`src/ssfg_pkg.sv`:
```
// Package for the shell sort block: word types, cell data type, sequencer states.
`default_nettype none
package ssfg_pkg;

   localparam int unsigned DEPTH_DEFAULT = 64;
   localparam int unsigned KEY_WIDTH     = 32;

   typedef struct packed {
      logic signed [KEY_WIDTH-1:0] key_in;
      logic                        is_last;
   } req_word_type;

   typedef struct packed {
      logic signed [KEY_WIDTH-1:0] key_out;
      logic                        last_out;
      logic                        overflow;
   } rsp_word_type;

   // One key slot as it moves along the cell row
   typedef struct packed {
      logic                        valid;
      logic signed [KEY_WIDTH-1:0] key;
   } cell_data_type;

   typedef enum logic [1:0] {
      ST_LOAD,
      ST_SETTLE,
      ST_DRAIN
   } state_type;

endpackage
`default_nettype wire

```
`src/ssfg_cell.sv`:
```
// A row cell: keeps smaller key, passes larger right; unload takes the right key.
`default_nettype none
module ssfg_cell (
   input  wire logic                   clock,
   input  wire logic                   reset,
   input  wire logic                   shift_en,
   input  wire ssfg_pkg::cell_data_type ins_data,
   input  wire ssfg_pkg::cell_data_type shl_data,
   output      ssfg_pkg::cell_data_type held_data,
   output      ssfg_pkg::cell_data_type pass_data
);
   import ssfg_pkg::*;

   logic                        valid_ff, valid_in;
   logic signed [KEY_WIDTH-1:0] key_ff, key_in;
   logic                        pass_valid_ff, pass_valid_in;
   logic signed [KEY_WIDTH-1:0] pass_key_ff, pass_key_in;

   always_comb begin
      valid_in      = valid_ff;
      key_in        = key_ff;
      pass_valid_in = 1'b0;
      pass_key_in   = pass_key_ff;
      if (shift_en) begin
         // unload: take the neighbor's key on the right
         valid_in = shl_data.valid;
         key_in   = shl_data.key;
      end else if (ins_data.valid) begin
         if (!valid_ff) begin
            valid_in = 1'b1;
            key_in   = ins_data.key;
         end else if (ins_data.key < key_ff) begin
            key_in        = ins_data.key;
            pass_valid_in = 1'b1;
            pass_key_in   = key_ff;
         end else begin
            pass_valid_in = 1'b1;
            pass_key_in   = ins_data.key;
         end
      end
   end

   always_ff @(posedge clock) begin
      if (reset) begin
         valid_ff      <= 1'b0;
         pass_valid_ff <= 1'b0;
      end else begin
         valid_ff      <= valid_in;
         pass_valid_ff <= pass_valid_in;
      end
   end

   always_ff @(posedge clock) begin
      key_ff      <= key_in;
      pass_key_ff <= pass_key_in;
   end

   assign held_data.valid = valid_ff;
   assign held_data.key   = key_ff;
   assign pass_data.valid = pass_valid_ff;
   assign pass_data.key   = pass_key_ff;

endmodule
`default_nettype wire

```
`config.mk`:
```
export PLATFORM = sky130hd
export DESIGN_NAME = ssfg_cell
export DESIGN_NICKNAME = d
export VERILOG_FILES = /design/src/ssfg_pkg.sv /design/src/ssfg_cell.sv
export SDC_FILE = /design/constraint.sdc
export NUM_CORES = 1
export LEC_CHECK = 0
export BUFFER_PORTS_ARGS = -buffer_cell sky130_fd_sc_hd__buf_4
export CORE_MARGIN = 10
export CORE_UTILIZATION = 35
export CTS_CLUSTER_SIZE = 10
export DETAILED_ROUTE_END_ITERATION = 6
export GPL_TIMING_DRIVEN = 0
export SLEW_MARGIN = 0
export SYNTH_ARGS = -nofsm -noshare
export SYNTH_HDL_FRONTEND = slang
export SYNTH_SLANG_ARGS = --single-unit
export TNS_END_PERCENT = 1
```
`constraint.sdc`:
```
create_clock -name clock -period 7 [get_ports clock]
set_input_delay 0.35 -clock clock [delete_from_list [all_inputs] [get_ports clock]]
set_output_delay 0.35 -clock clock [all_outputs]
set_load 0.1 [all_outputs]
```
# After elaboration in Yosys (flattened, before gate mapping)

Cells that the tools add are included.

Reductions and logical operators: 4
Order comparisons: 1
Bitwise gates (word level): 2
Eq/ne operators: 1
Mux-type cells: 8

Operators by type and width:

| cell                 | count |
|---|---|
| $mux W32             | 5 |
| $lt A32 B32 Y1       | 1 |
| $mux W1              | 3 |
| $ne A3 B2 Y1 const B | 1 |
| $reduce_and A3 Y1    | 1 |
| $reduce_or A3 Y1     | 1 |
| $not A1 Y1           | 2 |
| $reduce_and A2 Y1    | 1 |
| $reduce_bool A2 Y1   | 1 |

Logic and storage cells: 20
Output and inout bits: 66
Input bits: 69
Register bits after elaboration: 66

# Longest topological paths before layout

Gate-level depths: netlist (run 1).

Depth in word-level cells: 5
Depth in mapped cells: 9
Depth with buffers taken out: 8

# Least setup slack after synthesis (run 1)

No wires, ideal clock.

Path type: register -> register
From: reg key_ff[25]
To: reg key_ff[0], enable pin
Slack: 3.039 ns
Buffers on the path: 1
Arrival time: 3.570 ns
Cell stages (with the launch flop): 10
Cell sequence: edfxtp_1 -> inv_1 -> ha_1 -> a21o_1 -> a221o_1 -> a211oi_2 -> o22ai_1 -> a211oi_4 -> buf_6 -> o22a_1

Cells in the longest elaborated chain, start to end: 3

Ends and longest elaborated chain:

| element                            | RTL line        | RTL |
|---|---|---|
| start, declared                    | ssfg_cell.sv:15 | `logic signed [KEY_WIDTH-1:0] key_ff, key_in;` |
| start signal, assigned             | ssfg_cell.sv:54 | `key_ff <= key_in;` |
| $lt A32 B32 Y1                     | ssfg_cell.sv:32 | `end else if (ins_data.key < key_ff) begin` |
| $ne A3 B2 Y1 (no source line)      | --              |  |
| $reduce_and A2 Y1 (no source line) | --              |  |

No other way between the ends.
A chain may end at the register's enable or synchronous reset.

# Final worst setup path (run 1)

From: reg key_ff[2]
To: reg key_ff[14], enable pin

The elaborated chain is that of the path after synthesis.

==> run metrics, run 1 <==
outcome=finished, final reports clean; vias in the first global route=around 2800; Rel. slew slack=between 50 and 60%; initial antenna violation count=0; post-route insts no fill=544; RSZ-0062 raised after global routing=false; ratio of cells with drive above 1 in the final layout=52.80%; Max-Cap Viols=0; r2r startpoint=key_ff[2]; Worst-Margin Slew=about 640 ps; Final Hold Vio Count=0; die area=about 15000 um2; flop2flop setup slack=~3700 ps; post-placement cell area=4817 um2; Setup TNS=0 ps; cts bufs inserted=9; CTS Hold Bufs=0; min-delay worst type=primary input to flip-flop; ranking of synthesized cells by area=edfxtp_1 53%, mux2_2 19%, ha_1 11%, inv_1 3.4%, a21oi_1 1.8%; Synth Register Bits=66; post_cts resized=0; Post-Place Cells=between 500 and 600; DR iter-0 viols=approximately 120; total chip power=about 1.2 mW; area leader, netlist=edfxtp_1; post-layout util=50.40%; HPWL after DPL=around 7500 um; Post-synth EDFFs=64; Final Slew Violations=0; Post-Syn Area=about 3600 um2; TritonCTS clock tree=done; critical path class=flip-flop to flip-flop; final wirelength=slightly below 10000 um; first-pass GRT wire length=14980 um; DRC Markers=0; R2R depth=10; Primary FF master, synth=edfxtp_1; P&R area growth vs syn=38.90%; reg2reg end=key_ff[14]; average size of a mapped cell=around 14 um2; clock latency on the worst-skew pair=~340 ps; Tcrit/Tclk final=between 40% and 50%; H-tree Lvls=3; WL/cell=around 18 um; hold path cells=2; Yosys top cell area share=53.44%; synth warn=0; maximum VDD drop=around 130 uV; CP Max Fanout=21; pin count of the biggest net entering global routing=22; most frequent cells in the layout=135 x buf_4, 64 x edfxtp_1, 62 x mux2_2; clk buf depth=2; final period demand of the worst path=3336 ps; type of origin of the critical path=flip-flop; sequential area share after synthesis=approximately 55%; CP Capture Type=flip-flop; Syn Nets=360; # IOs=around 140; Rows=36; DR vias/cell=approximately 4.6; Post-Place Setup Slack=roughly 3500 ps; Hold Slack=about 180 ps; count of unique library cells instantiated by Yosys=30; Leak=roughly 2.2 nW; total grt overflow=0; first drt pass iteration count=4; clock root buffer master=clkbuf_8; skew final=6.296 ps; WP data required=approximately 7000 ps; Vias=2526; starting density of the core=a little over a third; ANT nets after route=0; hold path startpoint=reset; fmax=around 300 MHz; Diodes inserted=0; Die H=roughly 120 um; Die W=~120 um; post-CTS setup buffers=0; final setup violating endpoints=0; Tot GR Track Use=13.13%; commonest non-fill, non-tap cell in the layout=buf_4; Post-Syn Instances=260; fin nets=between 500 and 600; Crit path arrival time=~3400 ps; Final Instance Area=4995 um2; async set-or-reset flop fraction in the synthesized netlist=0%; Power Density=245.1 nW/um2; GPL Wtd Cong=about 0.76; hold path endpoint=valid_ff; PortBufs=about 130; CTS clk-pin slew, worst paths=~70 ps; Sink Count=66; core area=around 10000 um2; Setup WS post-layout=about 3700 ps
-- final cells by class --
cell class	instances	area, um2
timing repair buffer	135	1046
inverter	33	123.9
sequential	66	1962
clock inverter	4	42.54
fill	926	4915
clock buffer	12	135.1
multi-input combinational	152	1455
buffer	9	63.81
tap	133	166.4
-- kinds of logic after synthesis --
group	share of synthesized area (%)
flops	54.56
fa+ha+maj	10.79
buf+inv	5.219
compound gates	5.393
simple gates	4.001
mux	20.04
-- registers in the layout (all words and copies together), names as in the netlist --
| register | cells |
|---|---|
| valid_ff | 1 |
| key_ff | 32 |
| pass_key_ff | 32 |
| pass_valid_ff | 1 |
-- where the power goes --
part	internal [mW]	total (mW)	leakage, nW	switching (mW)
sequential	0.474	0.490	0.631	0.0160
combinational	0.148	0.431	1.48	0.284
clock	0.162	0.303	0.0894	0.141
total	0.784	1.22	2.20	0.440
-- metal layers --
metal  global-route usage, %  share of wire [%]
met5                       0                  0
met4                   4.545                1.1
met3                   5.724                8.9
met2                   20.74                 46
met1                   15.58                 44
-- cells in the mapped netlist, types with 3 or more instances --
cell type  instances
edfxtp_1          64
mux2_2            62
inv_1             33
ha_1              31
a21oi_1           13
nor2_1             8
nand2_1            7
clkbuf_1           4
buf_6              3
nand3_1            3
nand4_1            3
o21ai_0            3
-- worst max-delay path, cell delays in order, from the launching register on --
cell      delay (ps)
edfxtp_1         420
inv_1             80
ha_1             230
a211o_1          290
a31oi_1          180
o221ai_1         180
a211o_1          350
a211oi_4         410
buf_6            230
o22a_2           400
buf_12           240
-- worst max path at each step --
| stage | slack [ps] | end | start | cells after the start |
|---|---|---|---|---|
| 2_1_floorplan | 3040 | key_ff[0] | key_ff[25] | 9 |
| 3_3_place_gp | 2710 | key_ff[15] | ins_data[2] | 9 |
| 3_5_place_dp | 3530 | key_ff[19] | ins_data[2] | 10 |
| 4_1_cts | 3590 | key_ff[23] | key_ff[2] | 10 |
| 5_1_grt | 3420 | key_ff[23] | key_ff[2] | 10 |
| 6_report | 3660 | key_ff[14] | key_ff[2] | 10 |
Note: power is estimated with default switching activity, not from simulation.
==> run 2, diff against run 1 <==
Clock period 7 ns to 3.18 ns, I/O delays scaled along.
==> run 2 against run 1 <==
  * Sequential power rose by 120%
  * Clock power rose by 95%
  * Power rose by 110%
  * Maximum frequency rose by 12%
  * Highest routed layer unchanged
==> run metrics, run 2 (synthesis gave the netlist of run 1 again) <==
outcome=finished, final reports clean; total chip power=around 2.6 mW; Rel. slew slack=54.88%; Vias=around 2500; Diodes inserted=0; clock latency on the worst-skew pair=between 300 and 400 ps; type of origin of the critical path=flip-flop; Tot GR Track Use=between 10% and 20%; starting density of the core=about 36%; post-route insts no fill=~550; Final Slew Violations=0; Worst-Margin Slew=between 600 and 700 ps; CP Launch Point=key_ff[2]; Post-Place Setup Slack=-34.28 ps; final setup violating endpoints=0; Final Instance Area=between 5000 and 6000 um2; P&R area growth vs syn=39.60%; cts bufs inserted=9; flop2flop setup slack=roughly 190 ps; Rows=36; commonest non-fill, non-tap cell in the layout=buf_4; TritonCTS clock tree=done; WL/cell=around 17 um; Max stage delay on crit path=420 ps; crit path max-delay cell type=edfxtp_1; HPWL after DPL=7190 um; WP data required=3190 ps; DR vias/cell=approximately 4.6; ANT nets after route=0; Die H=~120 um; fmax=approximately 330 MHz; min-delay worst type=primary input to flip-flop; Final Hold Vio Count=0; Crit path arrival time=about 3000 ps; final period demand of the worst path=~3000 ps; Die W=121.4 um; core area=roughly 9900 um2; Hold Slack=between 60 and 70 ps; Critical path buffers and inverters=2; first-pass GRT wire length=between 10000 and 15000 um; CP Cell Sequence=inv_1 > ha_1 > a211o_1 > a31oi_1 > o221ai_1 > a211o_1 > a211oi_4 > buf_6 > o22a_4; RSZ-0062 raised after global routing=false; post-layout util=slightly above 50%; critical path class=flip-flop to flip-flop; hold path endpoint=valid_ff; most frequent cells in the layout=136 x buf_4, 64 x edfxtp_1, 62 x mux2_2; R2R depth=9; Setup WS post-layout=between 150 and 200 ps; initial antenna violation count=0; Max-Cap Viols=0; CP Capture Type=flip-flop; DRC Markers=0; vias in the first global route=~2800; reg2reg end=key_ff[30]; cell family with most CP delay=compound AO/OA/AOI/OAI gates; pin count of the biggest net entering global routing=20; fin nets=just over 500; final wirelength=approximately 9500 um; Setup TNS=0 ps; Post-Place Cells=527; r2r startpoint=key_ff[2]; skew final=about 13 ps; hold path startpoint=shl_data[32]; Tcrit/Tclk final=~94%; post-placement cell area=about 4800 um2; PortBufs=133; ratio of cells with drive above 1 in the final layout=a little over half; Leak=between 2 and 2.5 nW; GPL Wtd Cong=between 0.7 and 0.8; H-tree Lvls=3; hold path cells=3; largest registers=key_ff (32), pass_key_ff (32); total grt overflow=0; CP Max Fanout=16; die area=14730 um2; clk buf depth=2; # IOs=between 100 and 150; Power Density=about 520 nW/um2; maximum VDD drop=~260 uV; Fill cells=about 930; clock root buffer master=clkbuf_8; CTS clk-pin slew, worst paths=70 ps; Sink Count=66; most used cell, CP=a211o_1; DR iter-0 viols=around 110; first drt pass iteration count=4
## run 2: cell count changes in the layout (fill, tap and decap cells not counted)
cell | before | now
clkinv_2 | 1 | 3
o22a_4 | 0 | 2
buf_4 | 135 | 136
bufinv_16 | 1 | 0
clkinv_1 | 2 | 1
dlygate4sd3_1 | 0 | 1
o22a_2 | 1 | 0
o22ai_1 | 1 | 0
o22ai_2 | 0 | 1
## run 2: final cells by class
| cell class | instances | area (um2) | area share (%) |
|---|---|---|---|
| multi-input combinational | 153 | 1486 | 29.61 |
| clock buffer | 12 | 135.1 | 2.692 |
| inverter | 33 | 123.9 | 2.468 |
| timing repair buffer | 137 | 1064 | 21.19 |
| tap | 133 | 166.4 | 3.315 |
| sequential | 66 | 1962 | 39.08 |
| buffer | 9 | 63.81 | 1.271 |
| clock inverter | 4 | 18.77 | 0.3739 |
## run 2: per-layer routing
layer  vias to the layer above  routed length [um]  part of all wire, %  global-route usage [%]
met3                         8                 833                  8.7                   5.165
li1                       1273                   -                    -                       -
met1                      1172                4024                   42                   15.15
met5                         -                   0                    0                       0
met2                        75                4574                   48                   21.14
met4                         0                  95                  1.0                   4.471
## run 2: repair_timing
item,4_1_cts,5_1_grt
hold buffers,1,0
setup endpoints to repair,32,5
pin swaps,0,0
endpoints found under the hold margin,2,0
gates resized for setup,1,0
setup buffers,0,2
cloned,1,0
## run 2: power breakdown
group	internal (mW)	total (mW)	switching, mW	leakage, nW
Combinational	0.331	0.956	0.625	1.50
Clock	0.277	0.592	0.315	0.0816
Sequential	1.04	1.08	0.0350	0.631
Total	1.65	2.63	0.976	2.21
## run 2: worst max-delay path by stage
stage | slack [ps] | to | depth (start not counted)
floorplan | -200 | key_ff[0] | 9
global placement | -290 | pass_key_ff[20] | 3
detailed placement | -30 | key_ff[17] | 9
CTS | 140 | key_ff[19] | 9
global route | 20 | key_ff[30] | 9
finish | 190 | key_ff[30] | 9
## run 2: worst min-delay path: cells and delay by family
family	cells	cell delay [ps]
compound gates	1	50
buf+inv	1	80
simple gates	1	80
==> run 3, diff against run 2 <==
Settings changed: SETUP_SLACK_MARGIN set to 0.3.
==> run 3 against run 2 <==
  * First-iteration DRC count fell by 6.5%
  * Via count rose by 2.3%
  * Core utilization rose by 2.3 points
  * Clock skew fell by 0.90 ps
  * Register-to-register slack improved by 210 ps
  * Flip-flop and latch count did not move
  * Final cell count rose by 2.0%
  * Worst hold slack improved by 1.8 ps
  * Non-clock buffer count rose by 11
  * Clock-buffer cell count did not move
  * Combinational power rose by 9.8%
  * Largest power group unchanged
==> run metrics, run 3 (synthesis gave the netlist of run 1 again) <==
outcome=finished, final reports clean; ratio of cells with drive above 1 in the final layout=56.00%; P&R area growth vs syn=45.82%; Max stage delay on crit path=400 ps; ANT nets after route=0; Leak=about 2.3 nW; clock latency on the worst-skew pair=around 340 ps; DR iter-0 viols=101; GPL Wtd Cong=roughly 0.72; fmax=~360 MHz; Die H=about 120 um; HPWL after DPL=just over 7000 um; clk buf depth=2; Post-Place Setup Slack=-34.28 ps; most frequent cells in the layout=141 x buf_4, 64 x edfxtp_1, 62 x mux2_2; Rows=36; maximum VDD drop=259.2 uV; post-route insts no fill=around 560; CP Max Fanout=6; H-tree Lvls=3; PortBufs=about 130; cts bufs inserted=9; first-pass GRT wire length=approximately 15000 um; final period demand of the worst path=2777 ps; clock root buffer master=clkbuf_8; min-delay worst type=primary input to flip-flop; r2r startpoint=key_ff[27]; combinational share of power=between 30% and 40%; cell-internal power=1.724 mW; final setup violating endpoints=0; Rel. slew slack=between 50% and 60%; first drt pass iteration count=4; Power Density=around 520 nW/um2; sw frac=36.68%; post-placement cell area=4811 um2; Crit path arrival time=between 2000 and 3000 ps; Sink Count=66; Fill cells=912; Vias=2587; critical path class=flip-flop to flip-flop; Tot GR Track Use=between 10% and 20%; Post-Place Cells=527; Critical path buffers and inverters=4; CTS clk-pin slew, worst paths=70 ps; most used cell, CP=a211oi_4; Switching Power=~1.0 mW; DRC Markers=0; type of origin of the critical path=flip-flop; CP Launch Point=key_ff[27]; total grt overflow=0; vias in the first global route=roughly 2900; WP data required=approximately 3200 ps; Tcrit/Tclk final=between 80% and 90%; DR vias/cell=~4.6; pin count of the biggest net entering global routing=20; Max-Cap Viols=0; Die W=121.4 um; Worst-Margin Slew=just under 700 ps; final wirelength=9842 um; Setup WS post-layout=between 400 and 500 ps; Clock power frac=21.7%; CP Capture Type=flip-flop; Final Hold Vio Count=0; TritonCTS clock tree=done; cell family with most CP delay=compound AO/OA/AOI/OAI gates; CP Cell Sequence=inv_1 > ha_4 > and2_4 > a221o_1 > a211oi_4 > o22ai_2 > a211oi_4 > buf_6 > buf_12 > o22a_4 > clkbuf_16; core area=about 9900 um2; initial antenna violation count=0; commonest non-fill, non-tap cell in the layout=buf_4; Final Instance Area=roughly 5200 um2; fin nets=520; skew final=roughly 12 ps; WL/cell=between 15 and 20 um; Diodes inserted=0; # IOs=between 100 and 150; RSZ-0062 raised after global routing=true; crit path max-delay cell type=edfxtp_1; Final Slew Violations=0; largest registers=key_ff (32), pass_key_ff (32); hold path startpoint=shl_data[32]; starting density of the core=around 36%; share of power burned in registers=around two fifths; die area=14730 um2
## run 3: final cells by class
| class | instances | area (um2) | area share (%) |
|---|---|---|---|
| plain buffers | 9 | 90.09 | 1.718 |
| clock buffers | 12 | 135.1 | 2.577 |
| clock inverters | 4 | 18.77 | 0.3579 |
| inverters | 33 | 123.9 | 2.362 |
| multi-input cells | 153 | 1534 | 29.25 |
| flip-flops and latches | 66 | 1962 | 37.41 |
| well taps | 133 | 166.4 | 3.173 |
| repair buffers | 148 | 1214 | 23.14 |
## run 3: worst paths after layout
check             slack, ps              end  depth (start not counted)
setup / recovery        400       key_ff[31]                         11
hold / removal           70         valid_ff                          3
setup reg to reg        400       key_ff[31]                         11
hold reg to reg         610  pass_key_ff[27]                          1
## run 3: routing by layer
metal / GRT usage (%) / vias up / wire (um)
met1: 14.79 / 1204 / 4085
met5: 0 / - / 0
met2: 21.68 / 80 / 4846
met4: 4.694 / 0 / 119
li1: - / 1293 / -
met3: 5.165 / 10 / 790
## run 3: metrics by stage
step / utilization (%) / power [mW] / TNS (ps) / hold slack, ps
floorplan: - / 1.805 / -9197 / 231.4
global route: 52.92 / 2.864 / 0 / 93.25
finish: 52.92 / 2.723 / 0 / 68.24
CTS: 51.59 / 2.707 / 0 / 54.42
detailed placement: 48.55 / 2.050 / -1006 / 337.2
global placement: 48.19 / 2.039 / -10900 / 329.3
## run 3: worst reg2reg max path, stage by stage, from the launching register on
cell       delay [ps]
edfxtp_1          400
inv_1             110
ha_4              210
and2_4            150
a221o_1           360
a211oi_4          290
o22ai_2           120
a211oi_4          210
buf_6             170
buf_12            120
o22a_4            180
clkbuf_16         170
## run 3: timing repair
item / in CTS / in global routing
hold buffers: 1 / 0
gates resized for setup: 6 / 10
endpoints found under the hold margin: 2 / 0
setup buffers: 8 / 3
pin swaps: 2 / 8
cloned: 1 / 2
setup endpoints to repair: 61 / 61
## run 3: power groups by stage
| stage | logic [mW] | clock network, mW | registers [mW] |
|---|---|---|---|
| after floorplan | 0.331 | 0 | 1.47 |
| after global placement | 0.942 | 0 | 1.10 |
| after detailed placement | 0.952 | 0 | 1.10 |
| after CTS | 1.01 | 0.620 | 1.08 |
| after global routing | 1.13 | 0.652 | 1.08 |
| final | 1.05 | 0.592 | 1.08 |
